## config.mk

```make
export PLATFORM = sky130hd
export DESIGN_NAME = efd_raster
export DESIGN_NICKNAME = d
export VERILOG_FILES = /design/src/rtl/efd_pkg.sv /design/src/rtl/efd_raster.sv
export SDC_FILE = /design/constraint.sdc
export NUM_CORES = 1
export LEC_CHECK = 0
export BUFFER_PORTS_ARGS = -buffer_cell sky130_fd_sc_hd__buf_2
export CAP_MARGIN = 20
export CORE_UTILIZATION = 54
export DETAILED_ROUTE_END_ITERATION = 10
export PLACE_DENSITY = 0.8
export SYNTH_ARGS = -nofsm -noshare
export SYNTH_HDL_FRONTEND = slang
export SYNTH_SLANG_ARGS = --single-unit
```

## constraint.sdc

```tcl
create_clock -name clk_i -period 2.8 [get_ports clk_i]
set_input_delay 0.56 -clock clk_i [delete_from_list [all_inputs] [get_ports clk_i]]
set_output_delay 0.56 -clock clk_i [all_outputs]
set_load 0.05 [all_outputs]
```

## src/rtl/efd_pkg.sv

```systemverilog
// ----------------------------------------------------------------------------
// efd_pkg
// shared constants for the frame difference event generator
// ----------------------------------------------------------------------------
package efd_pkg;

  localparam int DefMaxWidth  = 64;
  localparam int DefMaxHeight = 64;

  localparam int DimW  = 7;
  localparam int CodeW = 13;
  localparam int CfgIdxW = 1;

  localparam logic [DimW-1:0] DimReset = 7'd64;

  // register indexes
  localparam logic [CfgIdxW-1:0] CfgFrameWidth  = 1'b0;
  localparam logic [CfgIdxW-1:0] CfgFrameHeight = 1'b1;

  // pixel change codes
  localparam logic signed [1:0] ChangeNone = 2'sd0;
  localparam logic signed [1:0] ChangeRise = 2'sd1;
  localparam logic signed [1:0] ChangeFall = -2'sd1;

endpackage

```

## src/rtl/efd_raster.sv

```systemverilog
// ----------------------------------------------------------------------------
// efd_raster
// frame size registers and raster position counters
// ----------------------------------------------------------------------------
module efd_raster import efd_pkg::*; #(
  parameter int MaxWidth  = DefMaxWidth,
  parameter int MaxHeight = DefMaxHeight,
  localparam int Depth = MaxWidth * MaxHeight,
  localparam int IdxW  = (Depth > 1) ? $clog2(Depth) : 1
) (
  input  logic               clk_i,
  input  logic               rst_ni,
  input  logic               cfg_we_i,
  input  logic [CfgIdxW-1:0] cfg_index_i,
  input  logic [DimW-1:0]    cfg_data_i,
  input  logic               step_i,
  output logic [IdxW-1:0]    idx_o,
  output logic               last_o
);

  localparam int ColW  = (MaxWidth > 1) ? $clog2(MaxWidth) : 1;
  localparam int RowW  = (MaxHeight > 1) ? $clog2(MaxHeight) : 1;
  localparam int WCmpW = (DimW > $clog2(MaxWidth + 1)) ? DimW : $clog2(MaxWidth + 1);
  localparam int HCmpW = (DimW > $clog2(MaxHeight + 1)) ? DimW : $clog2(MaxHeight + 1);

  logic [DimW-1:0]  width_q, height_q;
  logic [ColW-1:0]  col_q, col_d, col_last;
  logic [RowW-1:0]  row_q, row_d, row_last;
  logic [IdxW-1:0]  idx_q, idx_d;
  logic [WCmpW-1:0] w_ext;
  logic [HCmpW-1:0] h_ext;
  logic             row_end;

  // clamped last column and row
  always_comb begin
    w_ext = WCmpW'(width_q);
    h_ext = HCmpW'(height_q);
    priority if (w_ext == '0) begin
      col_last = '0;
    end else if (w_ext > WCmpW'(MaxWidth)) begin
      col_last = ColW'(MaxWidth - 1);
    end else begin
      col_last = ColW'(w_ext - 1'b1);
    end
    priority if (h_ext == '0) begin
      row_last = '0;
    end else if (h_ext > HCmpW'(MaxHeight)) begin
      row_last = RowW'(MaxHeight - 1);
    end else begin
      row_last = RowW'(h_ext - 1'b1);
    end
  end

  assign row_end = col_q >= col_last;
  assign last_o  = row_end && (row_q >= row_last);
  assign idx_o   = idx_q;

  always_comb begin
    col_d = col_q + 1'b1;
    row_d = row_q;
    idx_d = (idx_q == IdxW'(Depth - 1)) ? '0 : idx_q + 1'b1;
    priority if (last_o) begin
      col_d = '0;
      row_d = '0;
      idx_d = '0;
    end else if (row_end) begin
      col_d = '0;
      row_d = row_q + 1'b1;
    end
  end

  always_ff @(posedge clk_i or negedge rst_ni) begin
    if (!rst_ni) begin
      col_q <= '0;
      row_q <= '0;
      idx_q <= '0;
    end else if (step_i) begin
      col_q <= col_d;
      row_q <= row_d;
      idx_q <= idx_d;
    end
  end

  always_ff @(posedge clk_i or negedge rst_ni) begin
    if (!rst_ni) begin
      width_q  <= DimReset;
      height_q <= DimReset;
    end else if (cfg_we_i) begin
      unique case (cfg_index_i)
        CfgFrameWidth:  width_q  <= cfg_data_i;
        CfgFrameHeight: height_q <= cfg_data_i;
        default: ;
      endcase
    end
  end

endmodule

```

==> results of run 1 <==
==> state kept, by name, summed over array words and instances (netlist names) <==
signal	cells
col_q	6
row_q	6
w_ext	7
idx_o	12
h_ext	7
==> logic make-up after synthesis <==
group | after synthesis | synth area share
flip-flops | 38 | 0.407
multiplexers | 13 | 0.0619
AO/OA/AOI/OAI | 51 | 0.155
adder cells (fa/ha/maj) | 20 | 0.106
XOR/XNOR | 18 | 0.0672
AND/OR/NAND/NOR | 84 | 0.178
buffers and inverters | 15 | 0.0261
==> Yosys cell counts (2+ instances only) <==
master | instances | area (um^2)
dfrtp_1 | 36 | 901
nor2_1 | 24 | 90.1
nand2_1 | 22 | 82.6
ha_1 | 19 | 238
a21oi_1 | 17 | 85.1
mux2_2 | 12 | 135
inv_1 | 10 | 37.5
nand3_1 | 10 | 50.1
xor2_1 | 10 | 87.6
o21ai_0 | 8 | 40.0
xnor2_1 | 8 | 70.1
nand4_1 | 5 | 31.3
nand2b_1 | 4 | 25.0
nor3_1 | 4 | 20.0
or2_2 | 4 | 25.0
a21o_1 | 3 | 22.5
o2bb2ai_1 | 3 | 26.3
a21boi_0 | 2 | 15.0
a21oi_2 | 2 | 17.5
a22o_1 | 2 | 17.5
and2_1 | 2 | 12.5
and3_1 | 2 | 12.5
clkbuf_1 | 2 | 7.51
dfstp_2 | 2 | 52.6
nand4_2 | 2 | 25.0
==> per-layer routing <==
layer	share of wire	wire length [um]
met5	0	0
met4	0.017	94
met3	0.032	175
met2	0.50	2720
met1	0.45	2400
==> power by group through the flow <==
| stage | Sequential [mW] | Clock, mW | Combinational [mW] |
|---|---|---|---|
| CTS | 0.813 | 0.398 | 0.861 |
| global route | 0.846 | 0.423 | 1.07 |
| detailed placement | 0.817 | 0 | 0.811 |
| floorplan | 0.918 | 0 | 0.482 |
| finish | 0.826 | 0.388 | 0.988 |
| global placement | 0.814 | 0 | 0.782 |
==> per-stage QoR <==
step | utilization | hold WS, ns | setup TNS, ns
floorplan | - | 0.264 | 0
global placement | 0.637 | 0.523 | 0
detailed placement | 0.637 | 0.530 | -0.0187
CTS | 0.689 | 0.389 | -0.132
global route | 0.737 | 0.432 | -0.267
finish | 0.737 | 0.361 | -0.162
==> worst paths after layout <==
| check | endpoint | slack (ns) | cells after the start |
|---|---|---|---|
| max reg2reg | idx_o[2]$_DFFE_PN0P_ | 0.14 | 13 |
| min in group clk_i | h_ext[1]$_DFFE_PN0P_ | 0.51 | 2 |
| max in group asynchronous | h_ext[2]$_DFFE_PN0P_ | 1.86 | 1 |
| max | last_o | -0.16 | 11 |
| min | idx_o[8]$_DFFE_PN0P_ | 0.36 | 1 |
| min reg2reg | row_q[5]$_DFFE_PN0P_ | 0.56 | 1 |
==> what timing repair did <==
action | in CTS | in global routing
pin swaps | 8 | 18
setup endpoints to repair | 1 | 1
setup buffers | 6 | 4
resized for setup | 22 | 32
==> area by class of cell <==
class | instances | share of cell area
clock buffer | 7 | 0.0287
clock inverter | 1 | 0.00166
timing repair buffer | 46 | 0.0980
multi-input combinational | 186 | 0.520
sequential | 38 | 0.317
tap | 50 | 0.0208
inverter | 11 | 0.0137
==> cell usage in the layout, fill, tap and decap left out, types with 5 or more instances in the layout <==
master / n
a21oi_1: 10
a21oi_2: 9
buf_2: 23
buf_4: 21
clkbuf_8: 6
dfrtp_1: 35
ha_1: 14
ha_4: 5
inv_1: 6
inv_2: 5
mux2_2: 12
nand2_1: 20
nand3_1: 8
nand4_1: 5
nor2_1: 18
o21ai_0: 8
xnor2_1: 6
xor2_1: 9
==> key figures, run 1 <==
Min path
  – Hold/Removal Path Class: in2async

Outcome
  – Run status: finished with violations
  – Failing checks: negative setup slack

Critical path
  – Worst path arrival time: 2.40 ns
  – CP max FO: 5
  – Slowest CP cell: dfrtp_1
  – Critical path required time: 2.24 ns
  – CP startpoint: h_ext[0]$_DFFE_PN0P_
  – Crit end category: output pin
  – Worst r2r src: w_ext[1]$_DFFE_PN0P_
  – CP peak stage delay: 0.40 ns
  – Delay-heaviest family, CP: compound AO/OA/AOI/OAI gates
  – WS Path Type: reg2out
  – Startpoint types: register
  – WP buf/inv: 2
  – CP Cell Sequence: inv_2 -> ha_4 -> nand3_4 -> or2_4 -> o21a_1 -> ha_1 -> nand2b_4 -> a21o_1 -> a21oi_4 -> nor2_4 -> buf_6

Power and ir drop
  – Pint: 1.30 mW
  – Sw frac: 0.411
  – PD cells: 731 mW/mm^2
  – Leakage power total: 1.35 nW
  – Switching pwr: 0.906 mW
  – Seq pwr share: 0.375
  – Clock share of power: 0.176
  – Final Power: 2.20 mW
  – Max IR drop VDD: 0.470 mV
  – Combinational Power Share: 0.448

Synth
  – EDFF count, synth: 0
  – Syn Nets: 270
  – Async SR Flop Fraction: 1.00
  – Count of cell types in the netlist: 49
  – Sequential share of the synthesized area: 0.407
  – Post-synthesis register bit count: 38
  – Cell count after synthesis: 239
  – Synth Flop Type: dfrtp_1
  – Synth warn: 0
  – Synth Cell Area: 0.00234 mm^2
  – Syn_area_per_cell: 9.81 um^2

Place
  – Placed inst area: 0.00261 mm^2
  – HPWL after DPL: 3520 um
  – Dpl ws: -0.0187 ns
  – GP Congestion: 0.863
  – DP Cell Count: 321
  – # port buffers: 24

Routing
  – DRT Pass-1 Iters: 4
  – Vias per cell: 5.69
  – Via count: 1928
  – Initial DRC Count: 105
  – Post-DRT Antenna Nets: 0
  – Total Routed Length: 5390 um
  – Drt drc: 0
  – DR WL/cell: 15.9 um

STA
  – Max-slew violation count: 0
  – Clock skew: 0.00595 ns
  – Final setup viols: 1
  – Final Cycle Share: 1.06
  – Setup repair after global routing missed its margin: yes
  – Final worst slack: -0.162 ns
  – Relative slew margins: 0.447
  – Worst Tran Pin Value: 0.830 ns
  – Max Clk Rate: 338 MHz
  – Final Hold Fails: 0
  – Post-layout min period: 2.96 ns

Die
  – Initial core utilization: 0.574
  – IO Pins: 25
  – Core area: 0.00409 mm^2
  – Die Span X: 67.9 um
  – Die Area: 0.00461 mm^2
  – Die H: 67.9 um
  – Num rows: 23

Clocking
  – Worst-Skew Late Latency: 0.29 ns
  – Clock Root Buffer: clkbuf_8
  – Max H-tree Level: 2
  – CTS Sinks: 38
  – Clk buf depth: 2
  – CTS buffer count: 5
  – CTS tree: yes
  – Hold-fix buffers at CTS: 0
  – Worst-path clk slew: 0.07 ns

Finish
  – Final Cell Area: 0.00301 mm^2
  – Antenna cell count: 0
  – Fill cells: 284
  – Fin cells: 339
  – Multi-input gate area: 0.00157 mm^2
  – Fraction of layout cells with a size suffix above 1: 0.419
  – Register Area: 955 um^2
  – Area Overhead vs Synth: 28.4%
  – Final #Nets: 319

GRT
  – GRT met1 Usage: 0.327
  – GRT Total Usage: 0.247
  – Initial antenna violation count: 0
  – Largest net degree at the start of global routing: 39
  – First-pass GRT wire length: 8270 um
  – Vias in the first global route: 1834
  – Global route overflow: 0
  – Most Crowded Layer GR: met2
  – M2 GR Usage: 0.392
  – Met3 usage: 0.0550

Run
  – Max cap viols: 0
(Power assumes the default switching activity.)
==> run 2: changes to the inputs <==
--- a/config.mk
+++ b/config.mk
@@ -5,6 +5,7 @@
 export SDC_FILE = /design/constraint.sdc
 export NUM_CORES = 1
 export LEC_CHECK = 0
+export ABC_AREA = 1
 export BUFFER_PORTS_ARGS = -buffer_cell sky130_fd_sc_hd__buf_2
 export CAP_MARGIN = 20
 export CORE_UTILIZATION = 54
==> key figures, run 2 <==
Synth
  – Cell count after synthesis: 350 (was 239)
  – Compound-Gate Fraction of Synth Area: 0.0675 (was 0.155)
  – Synth warn: 0 (unchanged)
  – Synth area leaders: dfrtp_1 35%, nand2_1 14%, ha_1 9.2%, inv_1 7.1%, nor2_1 4.9% (was dfrtp_1 38%, ha_1 10%, mux2_2 5.8%, nor2_1 3.8%, xor2_1 3.7%)
  – Async SR Flop Fraction: 1.00 (unchanged)
  – Post-synth top cells: 98 x nand2_1, 49 x inv_1, 36 x dfrtp_1 (was 36 x dfrtp_1, 24 x nor2_1, 22 x nand2_1)
  – Share of the synthesized area in the top cell type: 0.347 (was 0.384)
  – Post-synthesis register bit count: 38 (unchanged)
  – Syn_area_per_cell: 7.42 um^2 (was 9.81 um^2)
  – Post-synthesis adder-cell area fraction: 0.0916 (was 0.106)
  – Syn Nets: 381 (was 270)
  – Synth area leader: dfrtp_1 (unchanged)
  – Top-count cell post-synth: nand2_1 (was dfrtp_1)
  – Count of cell types in the netlist: 29 (was 49)
  – EDFF count, synth: 0 (unchanged)
  – Multiplexer area fraction after synthesis: 0 (was 0.0619)
  – Synth Cell Area: 0.00260 mm^2 (was 0.00234 mm^2)
  – Post-Synth XOR/XNOR Area: 0.0540 (was 0.0672)
  – Synth Flop Type: dfrtp_1 (unchanged)
  – Sequential share of the synthesized area: 0.367 (was 0.407)
  – Simple logic cell fraction of the synthesized area: 0.331 (was 0.178)
  – Main combinational cell family by area after synthesis: simple AND/OR/NAND/NOR gates (unchanged)

Clocking
  – Worst-path clk slew: 0.08 ns (was 0.07 ns)
  – CTS tree: yes (unchanged)
  – Max H-tree Level: 2 (unchanged)
  – CTS Sinks: 38 (unchanged)
  – CTS buffer count: 5 (unchanged)
  – Hold-fix buffers at CTS: 0 (unchanged)
  – Clock Root Buffer: clkbuf_8 (unchanged)
  – Worst-Skew Late Latency: 0.30 ns (was 0.29 ns)
  – Clk buf depth: 2 (unchanged)

Critical path
  – WS Path Type: reg2out (unchanged)
  – CP peak stage delay: 0.40 ns (about the same)
  – Worst path arrival time: 2.30 ns (was 2.40 ns)
  – Slowest CP cell: dfrtp_1 (unchanged)
  – FF-to-FF setup slack: 0.40 ns (was 0.14 ns)
  – CP Cell Sequence: inv_2 -> buf_6 -> nand3_2 -> xnor2_2 -> o21ai_2 -> ha_1 -> nand2_2 -> inv_2 -> a21oi_4 -> nand2_4 -> nand2_4 -> inv_2 -> buf_8 (was inv_2 -> ha_4 -> nand3_4 -> or2_4 -> o21a_1 -> ha_1 -> nand2b_4 -> a21o_1 -> a21oi_4 -> nor2_4 -> buf_6)
  – Crit end category: output pin (unchanged)
  – CP max FO: 3 (was 5)
  – WP buf/inv: 5 (was 2)
  – Critical path required time: 2.24 ns (about the same)
  – Most used cell, CP: inv_2
  – Startpoint types: register (unchanged)
  – Delay-heaviest family, CP: buffers and inverters (was compound AO/OA/AOI/OAI gates)

STA
  – Worst Tran Pin Value: 0.860 ns (was 0.830 ns)
  – Max Clk Rate: 350 MHz (was 338 MHz)
  – Post-layout min period: 2.86 ns (was 2.96 ns)
  – Max-slew violation count: 0 (unchanged)
  – Final setup viols: 1 (unchanged)
  – Final Cycle Share: 1.02 (was 1.06)
  – Relative slew margins: 0.427 (was 0.447)
  – Clock skew: 0.00990 ns (was 0.00595 ns)
  – Final worst slack: -0.0568 ns (was -0.162 ns)
  – Final Hold Fails: 0 (unchanged)
  – Setup tns final: -0.0568 ns (was -0.162 ns)
  – Setup repair after global routing missed its margin: yes (unchanged)

Die
  – Initial core utilization: 0.580 (was 0.574)
  – Die Span X: 71.3 um (was 67.9 um)
  – Die H: 71.3 um (was 67.9 um)
  – Num rows: 24 (was 23)
  – Die Area: 0.00509 mm^2 (was 0.00461 mm^2)
  – Core area: 0.00447 mm^2 (was 0.00409 mm^2)
  – IO Pins: 25 (unchanged)

Routing
  – Post-DRT Antenna Nets: 0 (unchanged)
  – Initial DRC Count: 168 (was 105)
  – Via count: 2326 (was 1928)
  – Total Routed Length: 5820 um (was 5390 um)
  – Drt drc: 4 (was 0)
  – DRT Pass-1 Iters: 7 (was 4)
  – DR WL/cell: 13.0 um (was 15.9 um)
  – Vias per cell: 5.20 (was 5.69)

Finish
  – Commonest non-fill, non-tap cell in the layout: nand2_1 (was dfrtp_1)
  – Fin cells: 447 (was 339)
  – Area Overhead vs Synth: 21.3% (was 28.4%)
  – Fraction of layout cells with a size suffix above 1: 0.286 (was 0.419)
  – Fill cells: 355 (was 284)
  – Antenna cell count: 0 (unchanged)
  – Multi-input gate area: 0.00155 mm^2 (was 0.00157 mm^2)
  – Largest register FFs: 12 (unchanged)
  – Commonest non-fill, non-tap cells in the layout: 91 x nand2_1, 43 x inv_1, 33 x nor2_1, 33 x dfrtp_1, 23 x buf_2 (was 35 x dfrtp_1, 23 x buf_2, 21 x buf_4)
  – Final #Nets: 425 (was 319)
  – Register Area: 957 um^2 (was 955 um^2)

Run
  – Max cap viols: 0 (unchanged)

Place
  – DP Cell Count: 423 (was 321)
  – HPWL after DPL: 3830 um (was 3520 um)
  – # port buffers: 24 (unchanged)
  – GP Congestion: 0.853 (was 0.863)

Min path
  – Hold/Removal Path Class: in2async (unchanged)

Power and ir drop
  – Max IR drop VDD: 0.635 mV (was 0.470 mV)
  – PD cells: 863 mW/mm^2 (was 731 mW/mm^2)
  – Leakage power total: 1.71 nW (was 1.35 nW)

Outcome
  – Run status: finished with violations (unchanged)
  – Failing checks: design-rule violations, negative setup slack (was negative setup slack)

GRT
  – First-pass GRT wire length: 9650 um (was 8270 um)
  – Vias in the first global route: 2328 (was 1834)
  – Initial antenna violation count: 0 (unchanged)
  – Largest net degree at the start of global routing: 39 (unchanged)
  – Global route overflow: 0 (unchanged)
  – GRT Total Usage: 0.243 (was 0.247)
==> run 2: final cells by class <==
type,instances,area share
Inverter,54,0.0643
Multi-Input combinational cell,253,0.491
Clock inverter,3,0.0127
Clock buffer,5,0.0218
Timing Repair Buffer,42,0.0854
Sequential cell,38,0.304
Tap cell,52,0.0207
==> run 2: worst paths after layout <==
path	from	to	depth (start not counted)
worst max-delay path	w_ext[0]$_DFFE_PN0P_	last_o	13
worst min-delay path	rst_ni	idx_o[2]$_DFFE_PN0P_	1
worst max register to register	w_ext[0]$_DFFE_PN0P_	idx_o[5]$_DFFE_PN0P_	15
worst min register to register	h_ext[6]$_DFFE_PN1P_	h_ext[6]$_DFFE_PN1P_	2
max in group asynchronous	rst_ni	w_ext[5]$_DFFE_PN0P_	1
min in group clk_i	h_ext[6]$_DFFE_PN1P_	h_ext[6]$_DFFE_PN1P_	2
==> run 2: repair_timing <==
action	in CTS	in global routing
buffers inserted	11	5
pin swaps	8	14
resized for setup	20	22
endpoints found under the setup margin	1	1
==> run 2: metal layers <==
metal | GRT usage | up-vias | part of all wire
li1 | - | 1179 | -
met1 | 0.264 | 1084 | 0.42
met2 | 0.466 | 52 | 0.53
met3 | 0.0394 | 11 | 0.040
met4 | 0.100 | 0 | 0.016
met5 | 0 | - | 0
==> run 2: per-stage QoR <==
| step | worst slack [ns] | hold slack (ns) | instance area [um^2] | power (mW) | util |
|---|---|---|---|---|---|
| 2_1_floorplan | 0.360 | 0.264 | 2600 | 1.82 | - |
| 3_3_place_gp | 0.197 | 0.469 | 2770 | 2.05 | 0.619 |
| 3_5_place_dp | 0.164 | 0.481 | 2770 | 2.10 | 0.619 |
| 4_1_cts | 0.00496 | 0.395 | 3020 | 2.64 | 0.674 |
| 5_1_grt | -0.153 | 0.446 | 3150 | 2.92 | 0.704 |
| 6_report | -0.0568 | 0.362 | 3150 | 2.72 | 0.704 |
==> run 2: logic make-up after synthesis <==
group,after synthesis
AND/OR/NAND/NOR,186
buffers and inverters,59
flip-flops,38
AO/OA/AOI/OAI,32
adder cells (fa/ha/maj),19
XOR/XNOR,16
==> run 2: report_power, final <==
| part | total [mW] | switching [mW] | internal [mW] |
|---|---|---|---|
| clock network | 0.468 | 0.206 | 0.262 |
| registers | 0.915 | 0.207 | 0.708 |
| logic | 1.34 | 0.851 | 0.486 |
| total | 2.72 | 1.26 | 1.46 |
